## config.mk

```make
export PLATFORM = sky130hd
export DESIGN_NAME = ugbs_div
export DESIGN_NICKNAME = d
export VERILOG_FILES = /design/src/ugbs_pkg.sv /design/src/ugbs_div.sv
export SDC_FILE = /design/constraint.sdc
export NUM_CORES = 1
export LEC_CHECK = 0
export BUFFER_PORTS_ARGS = -buffer_cell sky130_fd_sc_hd__buf_2
export CORE_UTILIZATION = 51
export DETAILED_ROUTE_END_ITERATION = 16
export MAX_ROUTING_LAYER = met4
export PLACE_DENSITY = 0.78
export SLEW_MARGIN = 30
export SYNTH_ARGS = -nofsm -noshare
export SYNTH_HDL_FRONTEND = slang
export SYNTH_SLANG_ARGS = --single-unit
```

## constraint.sdc

```tcl
create_clock -name clk -period 2.5 [get_ports clk]
set_input_delay 0.5 -clock clk [delete_from_list [all_inputs] [get_ports clk]]
set_output_delay 0.5 -clock clk [all_outputs]
set_load 0.05 [all_outputs]
```

## src/ugbs_pkg.sv

```systemverilog
// Shared types and codes for the uniform grid binning sort block.
package ugbs_pkg;

	localparam int ACT_W = 3;
	localparam int STAT_W = 2;
	localparam int CS_W = 24;
	localparam int GRID_W = 7;
	localparam int CELL_RES_W = 12;
	localparam int RANGE_W = 11;
	localparam int PIDX_W = 10;
	localparam int COUNT_W = 11;
	localparam int QCELL_W = 12;
	localparam int QSLOT_W = 10;
	localparam int CFG_IDX_W = 2;
	localparam int CFG_DATA_W = 24;

	localparam logic [ACT_W-1:0] ACT_ADD = 3'd0;
	localparam logic [ACT_W-1:0] ACT_BUILD = 3'd1;
	localparam logic [ACT_W-1:0] ACT_RD_CELL = 3'd2;
	localparam logic [ACT_W-1:0] ACT_RD_SLOT = 3'd3;
	localparam logic [ACT_W-1:0] ACT_CLEAR = 3'd4;

	localparam logic [STAT_W-1:0] ST_OK = 2'd0;
	localparam logic [STAT_W-1:0] ST_FULL = 2'd1;
	localparam logic [STAT_W-1:0] ST_OOR = 2'd2;
	localparam logic [STAT_W-1:0] ST_NOT_BUILT = 2'd3;

	localparam logic [CFG_IDX_W-1:0] CFG_GRID_W = 2'd0;
	localparam logic [CFG_IDX_W-1:0] CFG_GRID_H = 2'd1;
	localparam logic [CFG_IDX_W-1:0] CFG_CELL_SIZE = 2'd2;

	typedef struct packed {
		logic busy;
		logic done;
	} div_stat_t;

	typedef struct packed {
		logic [STAT_W-1:0] status;
		logic [CELL_RES_W-1:0] cell_res;
		logic [RANGE_W-1:0] range_start;
		logic [RANGE_W-1:0] range_end;
		logic [PIDX_W-1:0] point_index;
		logic [COUNT_W-1:0] point_count;
	} result_t;

endpackage

```

## src/ugbs_div.sv

```systemverilog
// Restoring divider, one quotient bit per cycle, shared by both axes.
module ugbs_div
	import ugbs_pkg::*;
#(
	parameter int PW = 24
) (
	input logic clk,
	input logic arst_n,
	input logic start,
	input logic [PW-1:0] num,
	input logic [CS_W-1:0] den,
	output logic [PW-1:0] quot,
	output div_stat_t stat
);

	localparam int RW = ((PW > CS_W) ? PW : CS_W) + 1;
	localparam int CW = $clog2(PW);

	logic [PW-1:0] num_q;
	logic [CS_W-1:0] den_q;
	logic [RW-1:0] rem_q;
	logic [CW-1:0] cnt_q;
	logic run_q;
	logic done_q;
	logic [RW-1:0] trial;
	logic take;

	assign trial = {rem_q[RW-2:0], num_q[PW-1]};
	assign take = (trial >= RW'(den_q));

	always_ff @(posedge clk or negedge arst_n) begin
		if (!arst_n) begin
			cnt_q <= '0;
			run_q <= 1'b0;
			done_q <= 1'b0;
		end else begin
			done_q <= 1'b0;
			if (start) begin
				cnt_q <= CW'(PW - 1);
				run_q <= 1'b1;
			end else if (run_q) begin
				if (cnt_q == '0) begin
					run_q <= 1'b0;
					done_q <= 1'b1;
				end else begin
					cnt_q <= cnt_q - 1'b1;
				end
			end
		end
	end

	// datapath: shift the quotient into the numerator register
	always_ff @(posedge clk) begin
		if (start) begin
			num_q <= num;
			den_q <= den;
			rem_q <= '0;
		end else if (run_q) begin
			rem_q <= take ? (trial - RW'(den_q)) : trial;
			num_q <= {num_q[PW-2:0], take};
		end
	end

	assign quot = num_q;
	assign stat.busy = run_q;
	assign stat.done = done_q;

endmodule

```

==> flow_summary.yaml <==
cells_and_area:
  area_growth_pct: 28.6
  antennaDiodeCount: 0
  fin_util_pct: 69.0
  layout-drive-gt1-share_pct: 38.0
  fin_nets: 623
  fillers: 591
  instances_no_fill: 655
yosys:
  yosysMostFrequentCell: "edfxtp_1"
  synthTopCellsByCount: "48 x edfxtp_1, 38 x nor2_1, 30 x inv_1, 26 x ha_1, 25 x a21oi_1"
  synth_enable_flop_cells: 48
  synth_area_leader_cell: "edfxtp_1"
  avgSynthCellArea_sq_um: 10.8
  synthTopCellsByArea: "edfxtp_1 32%, dfxtp_1 11%, ha_1 7.2%"
  yosys.area.top_type_share_pct: 32.1
  syn_inst: 418
  yosysWarnings: 0
  ys_seq_area_share_pct: 46.6
  ys.flop_type: "edfxtp_1"
  synth_seq_cells: 79
  async_flop_share_pct: 8.86
  ys_types: 54
  synth_fp_nets: 496
  syn_area_sq_mm: 0.00450
timing:
  min_period_ns: 2.63
  hold_viol_final: 0
  timing.fmax_mhz: 380
  worst_slew_margin_rel_pct: 62.4
  tightest_slew_ns: 0.560
  period_share_pct: 105
  rsz0062_at_grt: "yes"
  fin_ws_ns: -0.133
  tns_ns: -1.22
  skew_ns: 0.0139
  setup_viol: 22
  holdWs_ns: 0.291
  slew_violations: 0
worst_setup_path:
  path_buf_inv: 3
  cp-end-kind: "flip-flop"
  worst-endpoint-required_ns: 2.75
  crit_path_start: "den_q[1]$_DFFE_PP_"
  crit_family: "compound AO/OA/AOI/OAI gates"
  cp_num_cells: 12
  max_stage_delay_ns: 0.38
  startpoint_type: "flip-flop"
  crit_slowest_cell: "edfxtp_1"
  reg2reg_from: "den_q[1]$_DFFE_PP_"
  endpoint: "rem_q[5]$_SDFFE_PP0P_"
  crit_type: "reg2reg"
  ff2ff_path_depth: 12
  crit_top_cell: "and4_1"
  r2r-end: "rem_q[5]$_SDFFE_PP0P_"
  crit_chain: "inv_1 > ha_1 > buf_4 > and4_1 > and4_1 > a31oi_1 > o211ai_1 > a31oi_4 > a211oi_4 > buf_6 > mux2i_2 > a211oi_2"
  cp_max_fo: 11
  critPathArrivalTime_ns: 2.89
  rrSetupSlack_ns: -0.13
grt:
  grt_first_pass_wirelength_microns: 15800
  use_met3_pct: 5.85
  track_usage_pct: 23.2
  gr-total-overflow: 0
  grt.met1_usage_pct: 25.9
  grt_use_met2_pct: 40.0
  grt_max_degree: 39
  antenna_found_initial: 0
  grt_pass1_vias: 3619
  grt_most_used_layer: "met2"
floorplan:
  rows: 33
  die_x_microns: 95.9
  core_area_sq_mm: 0.00838
  die-height_microns: 95.9
  io_pins: 77
  die_area_sq_mm: 0.00919
  initial_utilization_pct: 53.6
clocking:
  cts.sinks: 79
  clockRootBuffer: "clkbuf_8"
  clk_pin_slew_ns: 0.09
  clk_path_buf_depth: 2
  clk-insertion-delay-late_ns: 0.38
  numCtsBuffers: 9
  htreeDepth: 3
  cts_tree: "built"
place:
  dp.final_hpwl_microns: 7210
  port_buffers: 76
  post-place-ws_ns: -0.122
  place.gp.congestion: 0.898
  placed_cells: 629
run:
  cap_violations: 0
drt:
  drc: 0
  ant_nets: 0
  vias: 3580
  wl_microns: 9820
  drtIter0Drc: 125
  drt_first_pass_iters: 4
  wl_per_cell_microns: 15.0
  vias_per_cell: 5.47
run_status:
  violations: "setup timing"
  status: "finished with violations"
pwr:
  leakagePower_nw: 2.57
  max-vdd-ir-drop_uv: 454
  p_per_area_mw_per_mm2: 557
worst_hold_path:
  timing.hold.worst.class: "in2reg"
## worst register-to-register path, delay by kind of cell, from the launching register on
kind | cells | cell delay, ns
compound gates | 5 | 0.81
fa+ha+maj | 1 | 0.29
buf+inv | 3 | 0.39
flops | 1 | 0.38
mux | 1 | 0.26
simple gates | 2 | 0.39
## routing by layer
metal / vias up / routed length (microns) / part of all wire [%]
met1: 1706 / 4160 / 42
met3: 17 / 424 / 4.3
li1: 1778 / - / -
met5: - / 0 / 0
met2: 79 / 5060 / 51
met4: 0 / 178 / 1.8
## cell type report
type / instances / area (sq um) / area share (%)
Timing Repair Buffer: 135 / 861 / 14.9
Clock buffer: 9 / 124 / 2.14
Inverter: 30 / 113 / 1.95
Tap cell: 105 / 131 / 2.27
Multi-Input combinational cell: 290 / 2350 / 40.6
Clock inverter: 7 / 109 / 1.88
Sequential cell: 79 / 2100 / 36.3
## kinds of logic (layout without fill, tap and decap cells)
| family | after synthesis | in the layout | share of synthesized area (%) |
|---|---|---|---|
| adders and majority gates | 27 | 27 | 7.68 |
| buffers and inverters | 49 | 181 | 4.62 |
| and+or+nand+nor | 97 | 97 | 10.4 |
| AOI/OAI and AO/OA | 110 | 110 | 18.1 |
| DFF | 79 | 79 | 46.6 |
| muxes | 35 | 35 | 8.43 |
| xor gates and xnor gates | 21 | 21 | 4.09 |
## cells in the final DEF, fill, tap and decap left out, drive strengths merged, types with 14 or more instances in the layout
cell,netlist,layout
nand2,22,22
buf,5,134
o21ai,14,14
nor2,38,38
inv,30,34
dfxtp,24,24
mux2,23,23
ha,26,26
a211oi,16,16
edfxtp,48,48
a21oi,25,25
## timing repair
action / 4_1_cts / 5_1_grt
resized for setup: 18 / 21
endpoints found under the setup margin: 23 / 25
hold endpoints to repair: 7 / 0
buffers inserted: 8 / 3
hold buffers: 1 / 0
pin swaps: 11 / 16
## flip-flops by register name, summed over array words and instances, names as in the netlist
register,flops
den_q,24
quot,24
rem_q,24
cnt_q,5
done_q,1
run_q,1
## report_power, final
group | total, W | internal [W] | switching [W]
sequential | 0.00151 | 0.00147 | 0.0000379
combinational | 0.000591 | 0.000240 | 0.000350
clock | 0.00112 | 0.000585 | 0.000539
total | 0.00322 | 0.00229 | 0.000927
## worst min-delay path by stage
stage	start	endpoint	slack [ns]	cells after the start
2_1_floorplan	arst_n	cnt_q[0]$_DFFE_PN0P_	0.20	0
3_3_place_gp	arst_n	cnt_q[3]$_DFFE_PN0P_	0.34	1
3_5_place_dp	arst_n	cnt_q[3]$_DFFE_PN0P_	0.34	1
4_1_cts	den[4]	den_q[4]$_DFFE_PP_	0.28	1
5_1_grt	den[1]	den_q[1]$_DFFE_PP_	0.27	1
6_report	den[9]	den_q[9]$_DFFE_PP_	0.29	1
## stage by stage
step                total power (W)  area [sq um]
global placement            0.00207          5320
detailed placement          0.00209          5320
floorplan                   0.00190          4530
CTS                         0.00323          5690
global route                0.00334          5780
finish                      0.00322          5780
Power figures use the tool's default switching activity.
